`config.mk`:
```
export PLATFORM = sky130hd
export DESIGN_NAME = gtr_ctrl
export DESIGN_NICKNAME = d
export VERILOG_FILES = /design/src/rtl/core/gtr_pkg.sv /design/src/rtl/core/gtr_ctrl.sv
export SDC_FILE = /design/constraint.sdc
export NUM_CORES = 1
export LEC_CHECK = 0
export BUFFER_PORTS_ARGS = -buffer_cell sky130_fd_sc_hd__buf_2
export CAP_MARGIN = 20
export CORE_UTILIZATION = 42
export CTS_BUF_LIST = sky130_fd_sc_hd__clkbuf_16
export DETAILED_ROUTE_END_ITERATION = 10
export PLACE_DENSITY = 0.73
export SETUP_SLACK_MARGIN = 0.1
export SYNTH_ARGS = -nofsm -noshare
export SYNTH_HDL_FRONTEND = slang
export SYNTH_SLANG_ARGS = --single-unit
```
`constraint.sdc`:
```
create_clock -name clock -period 1.4 [get_ports clock]
set_input_delay 0.07 -clock clock [delete_from_list [all_inputs] [get_ports clock]]
set_output_delay 0.07 -clock clock [all_outputs]
set_load 0.02 [all_outputs]
```
`src/rtl/core/gtr_pkg.sv`:
```
// ----------------------------------------------------------------------------
// gtr_pkg
// Shared types, constants and the 5x7 font table of the text rasteriser.
// ----------------------------------------------------------------------------
`default_nettype none

package gtr_pkg;

   localparam int GTR_SCREEN_WIDTH  = 128;
   localparam int GTR_SCREEN_HEIGHT = 128;
   localparam int GTR_MAX_SCALE     = 4;

   // mask width and row count bound the scale to four
   localparam int GTR_SCALE_HW   = 4;
   localparam int GTR_MASK_W     = 20;
   localparam int GTR_GLYPH_ROWS = 7;

   localparam logic [7:0] GTR_CODE_FIRST = 8'h20;
   localparam logic [7:0] GTR_CODE_LAST  = 8'h7E;

   // controller to datapath
   typedef struct packed {
      logic       load;  // item accepted
      logic       emit;  // write one row span into the output register
      logic       last;  // this span is the final one of the character
      logic [4:0] row;   // span index within the character
      logic [2:0] grow;  // font row of this span
   } gtr_cmd_type;

   // datapath to controller
   typedef struct packed {
      logic       stall; // output register full and not taken
      logic [2:0] scale; // latched scale
   } gtr_sts_type;

   function automatic logic signed [11:0] gtr_sat12(input logic signed [12:0] v);
      logic signed [11:0] r;
      if (v > 13'sd2047) begin
         r = 12'sh7FF;
      end else if (v < -13'sd2048) begin
         r = 12'sh800;
      end else begin
         r = v[11:0];
      end
      return r;
   endfunction

   // column 0 in the top byte, bit 0 of each byte is the top font row
   function automatic logic [39:0] gtr_glyph(input logic [6:0] idx);
      logic [39:0] g;
      case (idx)
         7'd0:  g = 40'h0000000000;
         7'd1:  g = 40'h00005F0000;
         7'd2:  g = 40'h0007000700;
         7'd3:  g = 40'h147F147F14;
         7'd4:  g = 40'h242A7F2A12;
         7'd5:  g = 40'h2313086462;
         7'd6:  g = 40'h3649552250;
         7'd7:  g = 40'h0005030000;
         7'd8:  g = 40'h001C224100;
         7'd9:  g = 40'h0041221C00;
         7'd10: g = 40'h082A1C2A08;
         7'd11: g = 40'h08083E0808;
         7'd12: g = 40'h0050300000;
         7'd13: g = 40'h0808080808;
         7'd14: g = 40'h0060600000;
         7'd15: g = 40'h2010080402;
         7'd16: g = 40'h3E5149453E;
         7'd17: g = 40'h00427F4000;
         7'd18: g = 40'h4261514946;
         7'd19: g = 40'h2141454B31;
         7'd20: g = 40'h1814127F10;
         7'd21: g = 40'h2745454539;
         7'd22: g = 40'h3C4A494930;
         7'd23: g = 40'h0171090503;
         7'd24: g = 40'h3649494936;
         7'd25: g = 40'h064949291E;
         7'd26: g = 40'h0036360000;
         7'd27: g = 40'h0056360000;
         7'd28: g = 40'h0008142241;
         7'd29: g = 40'h1414141414;
         7'd30: g = 40'h4122140800;
         7'd31: g = 40'h0201510906;
         7'd32: g = 40'h324979413E;
         7'd33: g = 40'h7E1111117E;
         7'd34: g = 40'h7F49494936;
         7'd35: g = 40'h3E41414122;
         7'd36: g = 40'h7F4141221C;
         7'd37: g = 40'h7F49494941;
         7'd38: g = 40'h7F09090101;
         7'd39: g = 40'h3E41415132;
         7'd40: g = 40'h7F0808087F;
         7'd41: g = 40'h00417F4100;
         7'd42: g = 40'h2040413F01;
         7'd43: g = 40'h7F08142241;
         7'd44: g = 40'h7F40404040;
         7'd45: g = 40'h7F0204027F;
         7'd46: g = 40'h7F0408107F;
         7'd47: g = 40'h3E4141413E;
         7'd48: g = 40'h7F09090906;
         7'd49: g = 40'h3E4151215E;
         7'd50: g = 40'h7F09192946;
         7'd51: g = 40'h4649494931;
         7'd52: g = 40'h01017F0101;
         7'd53: g = 40'h3F4040403F;
         7'd54: g = 40'h1F2040201F;
         7'd55: g = 40'h7F2018207F;
         7'd56: g = 40'h6314081463;
         7'd57: g = 40'h0304780403;
         7'd58: g = 40'h6151494543;
         7'd59: g = 40'h00007F4141;
         7'd60: g = 40'h0204081020;
         7'd61: g = 40'h41417F0000;
         7'd62: g = 40'h0402010204;
         7'd63: g = 40'h4040404040;
         7'd64: g = 40'h0001020400;
         7'd65: g = 40'h2054545478;
         7'd66: g = 40'h7F48444438;
         7'd67: g = 40'h3844444420;
         7'd68: g = 40'h384444487F;
         7'd69: g = 40'h3854545418;
         7'd70: g = 40'h087E090102;
         7'd71: g = 40'h081454543C;
         7'd72: g = 40'h7F08040478;
         7'd73: g = 40'h00447D4000;
         7'd74: g = 40'h2040443D00;
         7'd75: g = 40'h007F102844;
         7'd76: g = 40'h00417F4000;
         7'd77: g = 40'h7C04180478;
         7'd78: g = 40'h7C08040478;
         7'd79: g = 40'h3844444438;
         7'd80: g = 40'h7C14141408;
         7'd81: g = 40'h081414187C;
         7'd82: g = 40'h7C08040408;
         7'd83: g = 40'h4854545420;
         7'd84: g = 40'h043F444020;
         7'd85: g = 40'h3C4040207C;
         7'd86: g = 40'h1C2040201C;
         7'd87: g = 40'h3C4030403C;
         7'd88: g = 40'h4428102844;
         7'd89: g = 40'h0C5050503C;
         7'd90: g = 40'h4464544C44;
         7'd91: g = 40'h0008364100;
         7'd92: g = 40'h00007F0000;
         7'd93: g = 40'h0041360800;
         7'd94: g = 40'h08082A1C08;
         default: g = 40'h0000000000;
      endcase
      return g;
   endfunction

endpackage

`default_nettype wire

```
`src/rtl/core/gtr_ctrl.sv`:
```
// ----------------------------------------------------------------------------
// gtr_ctrl
// Row sequencer: takes one item, then steps through 7*scale row spans.
// ----------------------------------------------------------------------------
`default_nettype none

module gtr_ctrl (
   input  wire                  clock,
   input  wire                  reset,
   input  wire                  req_tvalid,
   output logic                 req_tready,
   input  gtr_pkg::gtr_sts_type sts,
   output gtr_pkg::gtr_cmd_type cmd
);
   import gtr_pkg::*;

   localparam logic ST_IDLE = 1'b0;
   localparam logic ST_RUN  = 1'b1;

   logic       state_ff, state_in;
   logic [4:0] row_ff, row_in;
   logic [2:0] grow_ff, grow_in;
   logic [1:0] sub_ff, sub_in;
   logic       sub_end;
   logic       grow_end;

   assign req_tready = (state_ff == ST_IDLE);

   // sub counts the repeats of one font row
   assign sub_end  = (3'({1'b0, sub_ff}) + 3'd1) == sts.scale;
   assign grow_end = (grow_ff == 3'(GTR_GLYPH_ROWS - 1));

   always_comb begin
      cmd.load = req_tvalid && req_tready;
      cmd.emit = (state_ff == ST_RUN) && !sts.stall;
      cmd.last = sub_end && grow_end;
      cmd.row  = row_ff;
      cmd.grow = grow_ff;
   end

   always_comb begin
      state_in = state_ff;
      row_in   = row_ff;
      grow_in  = grow_ff;
      sub_in   = sub_ff;
      case (state_ff)
         ST_IDLE: begin
            row_in  = '0;
            grow_in = '0;
            sub_in  = '0;
            if (cmd.load) begin
               state_in = ST_RUN;
            end
         end
         ST_RUN: begin
            if (cmd.emit) begin
               row_in = row_ff + 5'd1;
               if (cmd.last) begin
                  state_in = ST_IDLE;
               end else if (sub_end) begin
                  sub_in  = '0;
                  grow_in = grow_ff + 3'd1;
               end else begin
                  sub_in = sub_ff + 2'd1;
               end
            end
         end
         default: begin
            state_in = ST_IDLE;
         end
      endcase
   end

   always_ff @(posedge clock) begin
      if (reset) begin
         state_ff <= ST_IDLE;
         row_ff   <= '0;
         grow_ff  <= '0;
         sub_ff   <= '0;
      end else begin
         state_ff <= state_in;
         row_ff   <= row_in;
         grow_ff  <= grow_in;
         sub_ff   <= sub_in;
      end
   end

endmodule

`default_nettype wire

```
==> tab_implementation.tex <==
\begin{tabular}{lr}
\hline
Metric & Value \\
\hline
\multicolumn{2}{l}{\textbf{Status}} \\
\quad Status & finished with violations \\
\quad Violations in the final reports & negative setup slack \\
\multicolumn{2}{l}{\textbf{Pwr}} \\
\quad Power density cells & $\sim$1100 nW/um\^{}2 \\
\quad Total power consumption of the routed design & 930 uW \\
\quad Peak supply drop & approximately 0.82 mV \\
\quad LEAKAGE & between 0.3 and 0.4 nW \\
\multicolumn{2}{l}{\textbf{Timing}} \\
\quad Maximum achievable frequency & slightly above 700 MHz \\
\quad Shortest period the worst path allows & 1.40 ns \\
\quad Setup skew after layout & roughly 0.0021 ns \\
\quad Final setup vio count & 2 \\
\quad Pins Over Slew Limit & 0 \\
\quad Share of the clock period used by the worst path & 1.00 \\
\quad Unrepaired setup endpoints after global routing & true \\
\quad Headroom to the max-slew limit & 0.776 \\
\quad Hold Vio Cnt, Final & 0 \\
\quad Setup slack of the critical path after layout & -0.00371 ns \\
\quad Slew at the pin closest to its max-slew limit & between 0.3 and 0.4 ns \\
\multicolumn{2}{l}{\textbf{Synth}} \\
\quad Syn Inst Count & 63 \\
\quad Post-synth top area share & 0.386 \\
\quad Syn avg cell area & roughly 9.1 um\^{}2 \\
\quad Most area-consuming cells after synthesis & dfxtp\_1 (39\%), ha\_1 (8.8\%), nor2\_1 (6.6\%), xnor2\_1 (6.1\%), xor2\_1 (6.1\%) \\
\quad Most common cell in the synthesized netlist & dfxtp\_1 \\
\quad Net count after synthesis & 74 \\
\quad Library cells used by synthesis & 24 \\
\quad Proportion of synthesized chip area in sequential cells & 0.386 \\
\quad Most used standard cells in the synthesized netlist & dfxtp\_1 (11), nor2\_1 (10) \\
\quad FFs w/ async S/R, synth & 0 \\
\quad Register bit count reported by yosys & 11 \\
\quad Synthesis Warnings & 0 \\
\quad Cell area after synthesis & about 570 um\^{}2 \\
\quad Ys flop type & dfxtp\_1 \\
\quad Largest area contributor in the netlist & dfxtp\_1 \\
\quad Count of flip-flops with a built-in enable after synthesis & 0 \\
\multicolumn{2}{l}{\textbf{Floorplan}} \\
\quad Die outline height & slightly below 40 um \\
\quad Horizontal die dimension & slightly below 40 um \\
\quad Effective utilization at floorplan & 0.481 \\
\quad FP Rows & 12 \\
\quad Floorplan core area & $\sim$1200 um\^{}2 \\
\quad Number of primary I/O pins & 19 \\
\quad Die Area & approximately 1500 um\^{}2 \\
\multicolumn{2}{l}{\textbf{CTS}} \\
\quad Worst-case clock buffer depth & 2 \\
\quad Count of clock tree sinks & 11 \\
\quad Root Buffer Master & clkbuf\_16 \\
\quad TritonCTS clock tree & yes \\
\quad Worst-Skew Late Latency & approximately 0.24 ns \\
\quad Clock Pin Slew Worst Setup and Hold Paths & around 0.040 ns \\
\quad TritonCTS Buffers & 3 \\
\quad Number of hold buffers added after CTS & 0 \\
\quad H-tree lvl count & 1 \\
\multicolumn{2}{l}{\textbf{Critical path}} \\
\quad Required time at the endpoint of the critical path & approximately 1.3 ns \\
\quad Critical Path, Cell by Cell & ha\_4 -> xnor2\_2 -> nand3\_2 -> nor2\_1 -> buf\_4 \\
\quad Buffering stage count on the worst path with inverters included & 1 \\
\quad Family with the most delay on the worst path & flip-flops \\
\quad Worst R2R Path Depth & 6 \\
\quad Worst Path Arrival & about 1.3 ns \\
\quad Slowest cell on the critical path & dfxtp\_4 \\
\quad Crit Path Max Fanout & 3 \\
\quad Worst reg2reg setup slack & -0.004 ns \\
\quad Type of element capturing the critical path & output port \\
\quad Max stage delay on crit path & approximately 0.35 ns \\
\quad R2R Path End & grow\_ff[2] \\
\quad Category of the most critical setup path & reg -> out \\
\quad Startpoint of the worst-slack reg-to-reg timing path & sub\_ff[0] \\
\quad Type of element launching the critical path & flop \\
\multicolumn{2}{l}{\textbf{Hold path}} \\
\quad Launch instance of the worst min-delay path & reset \\
\quad Worst Hold Path EP & state\_ff \\
\quad Hold Path Depth & 2 \\
\quad Hold WC Path Type & in -> reg \\
\multicolumn{2}{l}{\textbf{Global route}} \\
\quad Overall track demand over capacity in global routing & 0.200 \\
\quad Number of antenna violations at the first check in global routing & 0 \\
\quad Pin count of the biggest net entering global routing & 12 \\
\quad Number of global-route vias before repair & about 430 \\
\quad Leftover overflow at the end of global routing & 0 \\
\quad Wire length of the first global-routing pass & 1880 um \\
\multicolumn{2}{l}{\textbf{Routing}} \\
\quad Total Routed Length & between 1000 and 1500 um \\
\quad Final routed DRC violation total & 0 \\
\quad Average routed wire per standard cell & about 12 um \\
\quad DRT antenna net count & 0 \\
\quad Number of vias after detailed routing & roughly 500 \\
\quad Detailed Route Iter0 Violations & 5 \\
\quad Detailed-router iteration count before antenna repair & 4 \\
\quad Number of vias per cell after detailed routing & 5.06 \\
\multicolumn{2}{l}{\textbf{Place}} \\
\quad GP Congestion & between 0.7 and 0.8 \\
\quad Dpl ws & between 0.004 and 0.005 ns \\
\quad Count of buffers from port buffering & 18 \\
\multicolumn{2}{l}{\textbf{Run}} \\
\quad Max-cap viol count & 0 \\
\multicolumn{2}{l}{\textbf{Layout}} \\
\quad Number of nets in the finished design & 97 \\
\quad Diodes inserted & 0 \\
\quad Share of post-route cells with drive strength above 1 & 0.412 \\
\quad Area added between synthesis and finish & 46.5\% \\
\hline
\end{tabular}
-- layout by cell type, fill, tap and decap left out, types with 2 or more instances in the layout --
cell and instances:
nor2_1 10, dfxtp_2 2, nand2b_1 2, nand3_1 2
dfxtp_1 8, xnor2_1 2, a32o_1 2, inv_1 5
xnor2_2 2, ha_4 2, clkbuf_16 3, nor3_1 2
buf_2 17, nor2b_1 3, buf_4 2, xor2_1 4
ha_1 2
-- worst max path at each step --
stage,start,endpoint,slack (ns),cells after the start
after floorplan,sub_ff[1],grow_ff[2],0.1,5
after global placement,sub_ff[1],grow_ff[2],0.01,5
after detailed placement,sub_ff[1],grow_ff[2],0.005,5
after CTS,sub_ff[0],cmd[8],0.0005,5
after global routing,sub_ff[0],cmd[8],-0.06,5
final,sub_ff[0],cmd[8],-0.004,5
-- registers in the layout, summed over array words and instances, names as in the netlist --
| register | count |
|---|---|
| grow_ff | 3 |
| row_ff | 5 |
| state_ff | 1 |
| sub_ff | 2 |
-- kinds of logic (layout without fill, tap and decap cells) --
group                      count (synthesis)  count (layout)  synth area share
adders and majority gates                  4               4            0.0877
muxes                                      1               1            0.0175
AOI/OAI and AO/OA                          8               8             0.105
DFF                                       11              11             0.386
buffers and inverters                      6              28            0.0416
and+or+nand+nor                           25              25             0.239
xor gates and xnor gates                   8               8             0.123
-- what timing repair did --
| item | in CTS | in global routing |
|---|---|---|
| pin swaps | 5 | 4 |
| endpoints found under the setup margin | 7 | 7 |
| gates resized for setup | 8 | 3 |
| buffers inserted | 2 | 0 |
-- layout make-up --
cell class / instances / area, um^2
clock buffers: 3 / 75.1
clock inverters: 1 / 3.75
fillers: 92 / 350
inverters: 4 / 15.0
multi-input cells: 46 / 387
flip-flops and latches: 11 / 226
well taps: 14 / 17.5
repair buffers: 20 / 111
-- stage by stage --
stage | hold WS [ns] | cell area [um^2] | util | setup TNS [ns] | cells
2_1_floorplan | 0.143 | 593 | - | 0 | 63
3_3_place_gp | 0.263 | 692 | 0.583 | 0 | 93
3_5_place_dp | 0.263 | 692 | 0.583 | 0 | 93
4_1_cts | 0.0115 | 821 | 0.692 | 0 | 99
5_1_grt | 0.0246 | 836 | 0.705 | -0.157 | 99
6_report | 0.0184 | 836 | 0.705 | -0.00646 | 99
-- power by group --
| group | total (mW) | internal, mW | switching, mW |
|---|---|---|---|
| sequential | 0.326 | 0.319 | 0.00660 |
| clock | 0.516 | 0.375 | 0.141 |
| combinational | 0.0887 | 0.0394 | 0.0493 |
| total | 0.930 | 0.734 | 0.197 |
-- metal layers --
layer | vias up | global-route usage | wire length (um)
li1 | 257 | - | -
met1 | 227 | 0.218 | 537
met2 | 15 | 0.313 | 567
met3 | 2 | 0.0867 | 82
met4 | 0 | 0.129 | 11
met5 | - | 0 | 0
(Power assumes the default switching activity.)
